`src/hw/rtl/dld_pkg.sv`:
```
package dld_pkg;

  // pool size and derived widths
  localparam int CAPACITY = 16;
  localparam int IDX_W    = (CAPACITY > 1) ? $clog2(CAPACITY) : 1;
  localparam int CNT_W    = $clog2(CAPACITY + 1);
  localparam int VAL_W    = 32;
  localparam int FUNC_W   = 3;
  localparam int STAT_W   = 2;

  // operation codes carried on the input transaction
  localparam logic [FUNC_W-1:0] FN_PUSH_FRONT = 3'd0;
  localparam logic [FUNC_W-1:0] FN_PUSH_BACK  = 3'd1;
  localparam logic [FUNC_W-1:0] FN_POP_FRONT  = 3'd2;
  localparam logic [FUNC_W-1:0] FN_POP_BACK   = 3'd3;
  localparam logic [FUNC_W-1:0] FN_DELETE     = 3'd4;
  localparam logic [FUNC_W-1:0] FN_CLEAR      = 3'd5;

  // result status codes
  localparam logic [STAT_W-1:0] ST_OK       = 2'd0;
  localparam logic [STAT_W-1:0] ST_FULL     = 2'd1;
  localparam logic [STAT_W-1:0] ST_EMPTY    = 2'd2;
  localparam logic [STAT_W-1:0] ST_NOTFOUND = 2'd3;

  // commands broadcast along the row of cells
  localparam int COP_W = 3;
  localparam logic [COP_W-1:0] COP_HOLD   = 3'd0;
  localparam logic [COP_W-1:0] COP_SHL    = 3'd1; // take right neighbour (pop front)
  localparam logic [COP_W-1:0] COP_SHR    = 3'd2; // take left neighbour (push front)
  localparam logic [COP_W-1:0] COP_APPEND = 3'd3; // first empty cell takes data
  localparam logic [COP_W-1:0] COP_DROP   = 3'd4; // last valid cell empties
  localparam logic [COP_W-1:0] COP_CLEAR  = 3'd5;
  localparam logic [COP_W-1:0] COP_SCAN   = 3'd6; // token cell compacts if take

  typedef struct packed {
    logic [COP_W-1:0] op;
    logic             take;
    logic [VAL_W-1:0] data;
  } cell_cmd_t;

endpackage

```
`src/hw/rtl/dld_cell.sv`:
```
module dld_cell
  import dld_pkg::*;
(
  input  logic             clk,
  input  logic             rst,
  input  cell_cmd_t        cmd,
  input  logic             sel,
  input  logic [VAL_W-1:0] left_value,
  input  logic             left_valid,
  input  logic [VAL_W-1:0] right_value,
  input  logic             right_valid,
  output logic [VAL_W-1:0] value,
  output logic             valid,
  output logic             match
);

  // entry compare against the broadcast key
  assign match = valid && (value == cmd.data);

  // occupancy flag
  always_ff @(posedge clk) begin
    if (rst) begin
      valid <= 1'b0;
    end else begin
      case (cmd.op)
        COP_SHL:    valid <= right_valid;
        COP_SHR:    valid <= left_valid;
        COP_APPEND: valid <= valid | left_valid;
        COP_DROP:   valid <= right_valid;
        COP_CLEAR:  valid <= 1'b0;
        COP_SCAN: begin
          if (sel && cmd.take) valid <= right_valid;
        end
        default:    valid <= valid;
      endcase
    end
  end

  // stored entry, no reset needed
  always_ff @(posedge clk) begin
    case (cmd.op)
      COP_SHL: value <= right_value;
      COP_SHR: value <= left_value;
      COP_APPEND: begin
        if (!valid && left_valid) value <= cmd.data;
      end
      COP_SCAN: begin
        if (sel && cmd.take) value <= right_value;
      end
      default: value <= value;
    endcase
  end

endmodule

```
`src/hw/rtl/dld_chain.sv`:
```
module dld_chain
  import dld_pkg::*;
(
  input  logic                clk,
  input  logic                rst,
  input  cell_cmd_t           cmd,
  input  logic [IDX_W-1:0]    scan_idx,
  output logic [VAL_W-1:0]    front_value,
  output logic [VAL_W-1:0]    back_value,
  output logic [CAPACITY-1:0] match
);

  logic [VAL_W-1:0]    cell_value [CAPACITY];
  logic [CAPACITY-1:0] cell_valid;
  logic [CAPACITY:0]   valid_ext;

  assign valid_ext = {1'b0, cell_valid};

  // row of cells, head of the list in cell 0
  for (genvar i = 0; i < CAPACITY; i++) begin : g_cell
    logic [VAL_W-1:0] lv;
    logic             lvld;
    logic [VAL_W-1:0] rv;
    logic             rvld;

    if (i == 0) begin : g_first
      assign lv   = cmd.data;
      assign lvld = 1'b1;
    end else begin : g_mid
      assign lv   = cell_value[i-1];
      assign lvld = cell_valid[i-1];
    end

    if (i == CAPACITY - 1) begin : g_last
      assign rv   = '0;
      assign rvld = 1'b0;
    end else begin : g_inner
      assign rv   = cell_value[i+1];
      assign rvld = cell_valid[i+1];
    end

    dld_cell u_cell (
      .clk         (clk),
      .rst         (rst),
      .cmd         (cmd),
      .sel         (scan_idx == IDX_W'(i)),
      .left_value  (lv),
      .left_valid  (lvld),
      .right_value (rv),
      .right_valid (rvld),
      .value       (cell_value[i]),
      .valid       (cell_valid[i]),
      .match       (match[i])
    );
  end

  // head is cell 0; zero when empty
  assign front_value = cell_valid[0] ? cell_value[0] : '0;

  // tail is the one valid cell whose right neighbour is empty
  always_comb begin
    back_value = '0;
    for (int i = 0; i < CAPACITY; i++) begin
      if (valid_ext[i] && !valid_ext[i+1]) back_value = back_value | cell_value[i];
    end
  end

endmodule

```
`src/hw/rtl/doubly_linked_list_deque_top.sv`:
```
// Deque held in a row of CAPACITY cells, head in cell 0, one transaction at a time.
// Push, pop and clear: the row changes on acceptance; the result is registered in the
// report state. Delete by value: a token walks one cell per cycle up to the last entry,
// then the result is registered likewise. A new item is taken only after that.
// A result not yet taken holds the block in its report state. Synchronous active-high
// reset empties all cells and control state but the key; no clearing pass is needed.
module doubly_linked_list_deque_top
  import dld_pkg::*;
(
  input  logic        clk,
  input  logic        rst,
  input  logic        s_tvalid,
  output logic        s_tready,
  input  logic [31:0] s_tdata,   // [31:0] value
  input  logic [7:0]  s_tuser,   // [2:0] func, rest zero
  output logic        m_tvalid,
  input  logic        m_tready,
  output logic [71:0] m_tdata,   // [31:0] front_value, [63:32] back_value, [68:64] count
  output logic [7:0]  m_tuser    // [1:0] status, rest zero
);

  localparam logic [1:0] S_IDLE   = 2'd0;
  localparam logic [1:0] S_SCAN   = 2'd1;
  localparam logic [1:0] S_REPORT = 2'd2;

  logic [1:0]          state;
  logic [1:0]          state_next;
  logic [CNT_W-1:0]    count;
  logic [CNT_W-1:0]    count_next;
  logic [STAT_W-1:0]   status;
  logic [STAT_W-1:0]   status_next;
  logic [IDX_W-1:0]    scan_idx;
  logic [IDX_W-1:0]    scan_idx_next;
  logic                found;
  logic                found_next;
  logic [VAL_W-1:0]    key;
  logic [VAL_W-1:0]    key_next;

  cell_cmd_t           cmd;
  logic [VAL_W-1:0]    front_value;
  logic [VAL_W-1:0]    back_value;
  logic [CAPACITY-1:0] match;
  logic                found_now;
  logic                scan_last;
  logic                out_free;
  logic [FUNC_W-1:0]   func;
  logic                accept;

  logic [STAT_W-1:0]   out_status;
  logic [VAL_W-1:0]    out_front;
  logic [VAL_W-1:0]    out_back;
  logic [CNT_W-1:0]    out_count;

  assign func      = s_tuser[FUNC_W-1:0];
  assign s_tready  = (state == S_IDLE);
  assign accept    = s_tvalid && s_tready;
  assign out_free  = !m_tvalid || m_tready;
  assign found_now = found || match[scan_idx];
  assign scan_last = (CNT_W'(scan_idx) == (count - CNT_W'(1)));

  dld_chain u_chain (
    .clk         (clk),
    .rst         (rst),
    .cmd         (cmd),
    .scan_idx    (scan_idx),
    .front_value (front_value),
    .back_value  (back_value),
    .match       (match)
  );

  // sequencer: decode the operation, drive the row, walk for delete
  always_comb begin
    state_next    = state;
    count_next    = count;
    status_next   = status;
    scan_idx_next = scan_idx;
    found_next    = found;
    key_next      = key;
    cmd.op        = COP_HOLD;
    cmd.take      = 1'b0;
    cmd.data      = (state == S_IDLE) ? s_tdata : key;

    case (state)
      S_IDLE: begin
        if (accept) begin
          status_next = ST_OK;
          state_next  = S_REPORT;
          case (func)
            FN_PUSH_FRONT, FN_PUSH_BACK: begin
              if (count == CNT_W'(CAPACITY)) begin
                status_next = ST_FULL;
              end else begin
                cmd.op     = (func == FN_PUSH_FRONT) ? COP_SHR : COP_APPEND;
                count_next = count + CNT_W'(1);
              end
            end
            FN_POP_FRONT, FN_POP_BACK: begin
              if (count == '0) begin
                status_next = ST_EMPTY;
              end else begin
                cmd.op     = (func == FN_POP_FRONT) ? COP_SHL : COP_DROP;
                count_next = count - CNT_W'(1);
              end
            end
            FN_DELETE: begin
              if (count == '0) begin
                status_next = ST_EMPTY;
              end else begin
                key_next      = s_tdata;
                scan_idx_next = '0;
                found_next    = 1'b0;
                state_next    = S_SCAN;
              end
            end
            FN_CLEAR: begin
              cmd.op     = COP_CLEAR;
              count_next = '0;
            end
            default: ;
          endcase
        end
      end
      S_SCAN: begin
        // token cell pulls its right neighbour in once the first hit is seen
        cmd.op   = COP_SCAN;
        cmd.take = found_now;
        if (scan_last) begin
          if (found_now) begin
            count_next  = count - CNT_W'(1);
            status_next = ST_OK;
          end else begin
            status_next = ST_NOTFOUND;
          end
          state_next = S_REPORT;
        end else begin
          scan_idx_next = scan_idx + IDX_W'(1);
          found_next    = found_now;
        end
      end
      S_REPORT: begin
        if (out_free) state_next = S_IDLE;
      end
      default: state_next = S_IDLE;
    endcase
  end

  // control registers
  always_ff @(posedge clk) begin
    if (rst) begin
      state    <= S_IDLE;
      count    <= '0;
      status   <= ST_OK;
      scan_idx <= '0;
      found    <= 1'b0;
    end else begin
      state    <= state_next;
      count    <= count_next;
      status   <= status_next;
      scan_idx <= scan_idx_next;
      found    <= found_next;
    end
  end

  always_ff @(posedge clk) begin
    key <= key_next;
  end

  // output register: holds a result until the transaction completes
  always_ff @(posedge clk) begin
    if (rst) begin
      m_tvalid <= 1'b0;
    end else if (state == S_REPORT && out_free) begin
      m_tvalid <= 1'b1;
    end else if (m_tready) begin
      m_tvalid <= 1'b0;
    end
  end

  always_ff @(posedge clk) begin
    if (state == S_REPORT && out_free) begin
      out_status <= status;
      out_front  <= front_value;
      out_back   <= back_value;
      out_count  <= count;
    end
  end

  assign m_tdata = {{(72 - 2 * VAL_W - CNT_W){1'b0}}, out_count, out_back, out_front};
  assign m_tuser = {{(8 - STAT_W){1'b0}}, out_status};

endmodule
```
`config.mk`:
```
export PLATFORM = sky130hd
export DESIGN_NAME = doubly_linked_list_deque_top
export DESIGN_NICKNAME = d
export VERILOG_FILES = /design/src/hw/rtl/dld_pkg.sv /design/src/hw/rtl/dld_cell.sv /design/src/hw/rtl/dld_chain.sv /design/src/hw/rtl/doubly_linked_list_deque_top.sv
export SDC_FILE = /design/constraint.sdc
export NUM_CORES = 1
export LEC_CHECK = 0
export ABC_CLOCK_PERIOD_IN_PS = 6900
export BUFFER_PORTS_ARGS = -buffer_cell sky130_fd_sc_hd__buf_2
export CAP_MARGIN = 20
export CORE_MARGIN = 2
export CORE_UTILIZATION = 25
export DETAILED_ROUTE_END_ITERATION = 6
export PLACE_DENSITY_LB_ADDON = 0.12
export SLEW_MARGIN = 20
export SYNTH_ARGS = -nofsm -noshare
export SYNTH_HDL_FRONTEND = slang
export SYNTH_SLANG_ARGS = --single-unit
```
`constraint.sdc`:
```
create_clock -name clk -period 6.9 [get_ports clk]
set_input_delay 1.38 -clock clk [delete_from_list [all_inputs] [get_ports clk]]
set_output_delay 1.38 -clock clk [all_outputs]
set_load 0.01 [all_outputs]
```
; ---- After elaboration in Yosys (flattened, before gate mapping)
; Index checks and enable logic that the tools add are counted.
[op_classes]
n_eq_ne = 88
muxes = 139
order_cmp = 1
n_bitwise = 31
reduce_logical = 120
addsub = 3
[op_table]
columns = op, count
row1 = 32-bit case mux with 4 select lines, 16
row2 = 32-bit 2-to-1 mux, 49
row3 = 32-bit == test, 16
row4 = 32-bit bitwise OR, 15
row5 = 1-bit case mux with 5 select lines, 14
row6 = 3-bit AND reduction, 18
row7 = 1-bit logical AND, 49
row8 = 2-bit inequality test (second input constant), 22
row9 = 2-bit by 1-bit inequality test with 1-bit output (second input constant), 17
row10 = 4-bit == test (second input constant), 8
row11 = 2-bit AND reduction, 16
row12 = 1-bit 2-to-1 mux, 26
row13 = 5-bit 2-to-1 mux, 5
row14 = 2-bit 2-to-1 mux, 10
row15 = 4-bit by 3-bit == test with 1-bit output (second input constant), 4
row16 = 1-bit zero test, 16
row17 = 4-bit 2-to-1 mux, 4
row18 = 3-bit == test (second input constant), 5
row19 = 1-bit bitwise OR, 15
row20 = 5-bit case mux with 3 select lines, 1
row21 = 3-bit by 2-bit == test with 1-bit output (second input constant), 4
row22 = 4-bit nonzero test, 3
row23 = 5-bit case mux with 2 select lines, 1
row24 = 3-bit 2-to-1 mux, 3
row25 = 34 further kinds, 45
[totals]
in_bits = 44
elab_cells = 425
output_inout_bits = 82
reg_bits = 646

; ---- Logic depth before layout (Yosys ltp)
[depth]
ltp_word = 33
mapped_depth = 18
depth_no_buf = 13

; ---- Modules after synthesis
; From an unflattened synthesis, not the netlist that was laid out.
[unflattened]
hier_cells = 3929
hier_area_um2 = 42413.2
[modules_own_cells]
columns = mod, cells_per_inst, area_per_inst_um2, seq_area_each_um2, instances
row1 = dld_cell, 200, 2109.5, 980.9, 16
row2 = doubly_linked_list_deque_top, 306, 4837.1, 3393.3, 1
row3 = dld_chain, 423, 3823.7, 0.0, 1

; ---- Least setup slack after synthesis
; No wires, ideal clock.
[synth_path]
path_kind = in2reg
from = input s_tdata[0]
to = register u_chain.g_cell[0].u_cell.value[0], enable pin
setup_slack_ps = 21
t_arrival_ps = 6404
path_stages = 14
path_buffers = 3
required_time_ps = 6426
setup_ps = 474
path_cell_list = clkbuf_1 > or3b_2 > and2_1 > buf_2 > xnor2_1 > nor4_1 > nand4_1 > a2111oi_0 > o22ai_1 > o2111ai_2 > and2_1 > buf_2 > nand2_1 > a221oi_1
[synth_between]
elab_chain_len = 10
elab_cells_between_ends = 40
cone_classes = 17 x eq/ne / 4 x mux / 19 x reduce/logical
[synth_lines]
columns = item, line_no
row1 = "start, declared", doubly_linked_list_deque_top.sv:14  ; input logic [31:0] s_tdata,
row2 = 32-bit 2-to-1 mux *, doubly_linked_list_deque_top.sv:81  ; cmd.data = (state == S_IDLE) ? s_tdata : key;
row3 = 32-bit == test, dld_cell.sv:18  ; assign match = valid && (value == cmd.data);
row4 = 1-bit logical AND, dld_cell.sv:18
row5 = 1-bit binary-select mux with 4-bit select *, doubly_linked_list_deque_top.sv:58  ; assign found_now = found || match[scan_idx];
row6 = 1-bit 2-to-1 mux (not written as such) *, doubly_linked_list_deque_top.sv:58
row7 = 1-bit logical OR *, doubly_linked_list_deque_top.sv:58
row8 = 1-bit 2-to-1 mux *, doubly_linked_list_deque_top.sv:83  ; case (state)
row9 = 1-bit logical AND *, dld_cell.sv:48  ; if (sel && cmd.take) value <= right_value;
row10 = 2-bit inequality test (no line) *, n/a
row11 = 3-bit AND reduction (no line) *, n/a
row12 = "end signal, assigned", dld_cell.sv:45  ; if (!valid && left_valid) value <= cmd.data;
row13 = "end signal, assigned", dld_cell.sv:48
row14 = "end signal, assigned", dld_cell.sv:50  ; default: value <= value;
row15 = "end, declared", dld_cell.sv:12  ; output logic [VAL_W-1:0] value,
; Mark *: on every way between the ends. The rest lies on a longest branch, timed or not. The select of a mux whose other input is x is not followed.
; A chain may end at the register's enable or synchronous reset.

; ---- Worst setup path after layout
[layout_path]
from = register state[0]
to = register u_chain.g_cell[10].u_cell.value[12], enable pin
[layout_between]
elab_chain_len = 11
elab_cells_between_ends = 51
cone_classes = 23 x eq/ne / 6 x mux / 22 x reduce/logical
[layout_lines]
columns = item, line_no
row1 = "start, declared", doubly_linked_list_deque_top.sv:26  ; logic [1:0] state;
row2 = "start signal, assigned", doubly_linked_list_deque_top.sv:156  ; state <= state_next;
row3 = 2-bit zero test, "doubly_linked_list_deque_top.sv:55, doubly_linked_list_deque_top.sv:81, doubly_linked_list_deque_top.sv:83"
row4 = 32-bit 2-to-1 mux, doubly_linked_list_deque_top.sv:81
row5 = 32-bit == test, dld_cell.sv:18
row6 = 1-bit logical AND, dld_cell.sv:18
row7 = 1-bit binary-select mux with 4-bit select, doubly_linked_list_deque_top.sv:58
row8 = 1-bit 2-to-1 mux (not written as such), doubly_linked_list_deque_top.sv:58
row9 = 1-bit logical OR, doubly_linked_list_deque_top.sv:58
row10 = 1-bit 2-to-1 mux, doubly_linked_list_deque_top.sv:83
row11 = 1-bit logical AND, dld_cell.sv:48
row12 = 2-bit inequality test (no line), n/a
row13 = 3-bit AND reduction (no line) *, n/a
row14 = "end signal, assigned", dld_cell.sv:45
row15 = "end signal, assigned", dld_cell.sv:48
row16 = "end signal, assigned", dld_cell.sv:50
row17 = "end, declared", dld_cell.sv:12
; Marks and branches as above.

==> flow_summary_export.csv <==
group,metric,value,unit
place,dp_hpwl,206200,um
global_routing,grtUsageTotal,32.34,%
floorplanning,rows,147,
cts,ctsResizeCount,0,
power,p_per_area,290.4,nW/um^2
cts,h-tree-depth,3,
setup_path,critPathRequiredTime,7.30,ns
flow_run,cap_violations,0,
cts,holdBufCountCts,0,
sta,setup_viol,0,
synth,yosysSeqAreaShare,47.30,%
cts,clkTransAtPathRegs,0.06,ns
cells_and_area,regArea,19090,um^2
hold_path,hp-class,"reg2reg",
detailed_routing,viasPerCell,5.988,
setup_path,worst-path-max-fanout,32,
cts,cts.path.max_buffers,3,
sta,timing.hold.ws,0.4428,ns
synth,synth_cells,4252,
setup_path,arrival,6.81,ns
setup_path,r2r_start,"state[0]$_SDFFE_PP0P_",
synth,synth_ff_type,"edfxtp_1",
global_routing,grt_busiest_layer,"met2",
synth,async_flop_share,0,%
outcome,outcome,"complete, but fails checks",
synth,synth_area_leaders,"edfxtp_1, o21ai_0, xnor2_1",
power,vdd_ir_drop_max,0.1931,mV
synth,synthMostInstantiatedCell,"o21ai_0",
synth,ys_warn_count,0,
place,dp.cells,6343,
cells_and_area,nNetsFinal,4321,
setup_path,ff2ff_path_depth,16,
cells_and_area,area_growth,16.65,%
synth,ys_types,75,
sta,skew,0.05696,ns
floorplanning,pin_count,126,
sta,fin_tns_setup,0,ns
cts,cts_inserted_buffers,85,
detailed_routing,first_pass_iters,7,
global_routing,grt_pass1_vias,35083,
detailed_routing,wl_per_cell,41.91,um
detailed_routing,ant_nets,0,
setup_path,worst_setup_path_start_kind,"flop",
floorplanning,design.die.area,164700,um^2
synth,synth_seq_cells,646,
cells_and_area,drive_above_1_share,12.13,%
sta,rsz0062_at_grt,"no",
sta,fin_ws,0.4847,ns
sta,max_freq,0.1559,GHz
setup_path,end_kind,"flop",
sta,relSlewSlack,19.87,%
detailed_routing,totalWireLength,272400,um
sta,maxSlewViolCount,0,
detailed_routing,vias,38922,
synth,yosysTopAreaCellShare,45.76,%
global_routing,grt_pass1_wl,354600,um
outcome,violations,"design-rule violations",
power,p_leak,16.18,nW
synth,synth_top_cell_by_area,"edfxtp_1",
global_routing,antenna_found_initial,21,
synth,synth_common_cells,"o21ai_0, edfxtp_1, nand2_1, clkbuf_1, xnor2_1",
synth,synth_area_per_cell,9.491,um^2
setup_path,critPathKind,"reg2reg",
cts,root_buffer,"clkbuf_16",
place,pre_cts_slack,0.2170,ns
cts,cts_setup_buffers,0,
setup_path,worstReg2RegEnd,"u_chain.g_cell[10].u_cell.value[12]$_DFFE_PP_",
synth,synth_edf_count,615,
floorplanning,fp.dieW,405.8,um
cells_and_area,multi_input_area,19540,um^2
global_routing,global_route.usage.met2,49.34,%
place,routabilityCongestion,1.103,
sta,fin_crit_sh,92.98,%
sta,finalHoldViolCount,0,
global_routing,overflow,0,
place,port_buffers,111,
floorplanning,core-area,160400,um^2
sta,min_period,6.415,ns
detailed_routing,drc,5,
cts,cts_num_sinks,646,
setup_path,r2r_slack,0.48,ns
global_routing,grtUsageMet3,5.969,%
hold_path,hp-start,"status[0]$_SDFFE_PP0P_",
sta,worst_slew_pin_slew,1.202,ns
hold_path,hold_end,"out_status[0]$_DFFE_PP_",
global_routing,use_met1,44.27,%
detailed_routing,drt_iter0_markers,6162,
cts,clk_latency,0.74,ns
cells_and_area,fill_cells,17032,
cells_and_area,fin_cells,6500,
floorplanning,initial_core_util,25.16,%
hold_path,holdPathStages,0,
cts,cts_tree,"done",
floorplanning,fp.dieH,405.8,um
global_routing,grt_max_degree,184,
synth,synth_area,40360,um^2
layout by cell type, fill, tap and decap left out, types with 10 or more instances in the layout:
cell type	n
mux2i_4	14
a221oi_1	162
and2_1	46
clkinv_2	19
xor2_1	164
clkbuf_16	86
nor4_1	86
edfxtp_1	615
a222oi_1	11
o22ai_1	44
clkbuf_1	18
a2111oi_0	10
nor3_2	12
nand2_1	507
clkinv_1	11
nor2b_1	11
a211oi_1	14
o211ai_1	53
nor2_1	89
xnor2_1	309
nor2b_4	16
nand4_1	78
buf_12	40
and3_1	11
buf_4	170
dfxtp_1	29
a31oi_1	21
nand3_1	48
a21oi_1	96
o21ai_0	952
a22o_1	134
buf_2	111
o221ai_1	24
inv_1	101
nor3_1	40
o2111ai_1	13
metrics by stage:
step           utilization [%]  instance area, um^2  power, mW
2_1_floorplan                -                40390      6.856
3_5_place_dp             27.65                44350      9.043
6_report                 29.35                47080      13.67
5_1_grt                  29.35                47070      13.94
3_3_place_gp             27.65                44350      9.055
4_1_cts                  29.34                47060      13.61
logic make-up after synthesis:
group | Yosys count | share of synthesized area (%)
multiplexers | 36 | 1.404
buffers and inverters | 500 | 5.010
AND/OR/NAND/NOR | 989 | 11.44
adder cells (fa/ha/maj) | 6 | 0.1860
XOR/XNOR | 473 | 10.27
other | 1 | 0.009292
AO/OA/AOI/OAI | 1601 | 24.38
flip-flops | 646 | 47.30
critical path: stages (launching register included):
cell and delay (ns):
dfxtp_1 0.31, or2_4 0.38, inv_6 0.42, buf_12 0.26, mux2i_4 0.64, xor2_1 0.39
nand4_1 0.49, nor4_1 0.65, a311oi_1 0.34, o2bb2ai_1 0.28, o211a_1 0.16, o2111ai_2 0.30
and2_1 0.36, a21o_1 0.18, nor3b_2 0.43, buf_4 0.22, buf_12 0.17
area by class of cell:
cell class                      count  area share (%)
Sequential cell                   646           40.55
Clock buffer                      104           4.715
Tap cell                         2160           5.741
Antenna cell                        2         0.01063
Clock inverter                     50           1.039
Timing Repair Buffer              321           5.592
Inverter                          103          0.8319
Multi-Input combinational cell   3114           41.52
where the power goes:
part	internal (mW)	switching, mW
registers	4.83	0.747
clock network	2.53	2.01
logic	1.02	2.53
total	8.38	5.29
routing by layer:
layer | part of all wire (%) | up-vias | wire length [um]
met2 | 44 | 2381 | 118800
met3 | 8.0 | 454 | 21860
met1 | 43 | 20084 | 116700
met5 | 0.030 | - | 83
met4 | 5.5 | 12 | 15030
li1 | - | 15991 | -
worst max path at each step:
| stage | from | end | slack [ns] |
|---|---|---|---|
| 2_1_floorplan | s_tdata[0] | u_chain.g_cell[0].u_cell.value[0]$_DFFE_PP_ | 0.02 |
| 3_3_place_gp | s_tdata[11] | u_chain.g_cell[10].u_cell.value[31]$_DFFE_PP_ | 0.20 |
| 3_5_place_dp | s_tdata[21] | u_chain.g_cell[10].u_cell.value[31]$_DFFE_PP_ | 0.22 |
| 4_1_cts | state[0]$_SDFFE_PP0P_ | u_chain.g_cell[10].u_cell.value[12]$_DFFE_PP_ | 0.63 |
| 5_1_grt | state[0]$_SDFFE_PP0P_ | u_chain.g_cell[10].u_cell.value[12]$_DFFE_PP_ | 0.49 |
| 6_report | state[0]$_SDFFE_PP0P_ | u_chain.g_cell[10].u_cell.value[12]$_DFFE_PP_ | 0.48 |
sequential cells by signal, indices dropped and copies added (netlist names), 2 cells and up:
signal,flops
u_chain.g_cell.u_cell.value,512
key,32
out_back,32
out_front,32
u_chain.g_cell.u_cell.valid,16
count,5
out_count,5
scan_idx,4
out_status,2
state,2
status,2
Note: power is estimated with default switching activity, not from simulation.
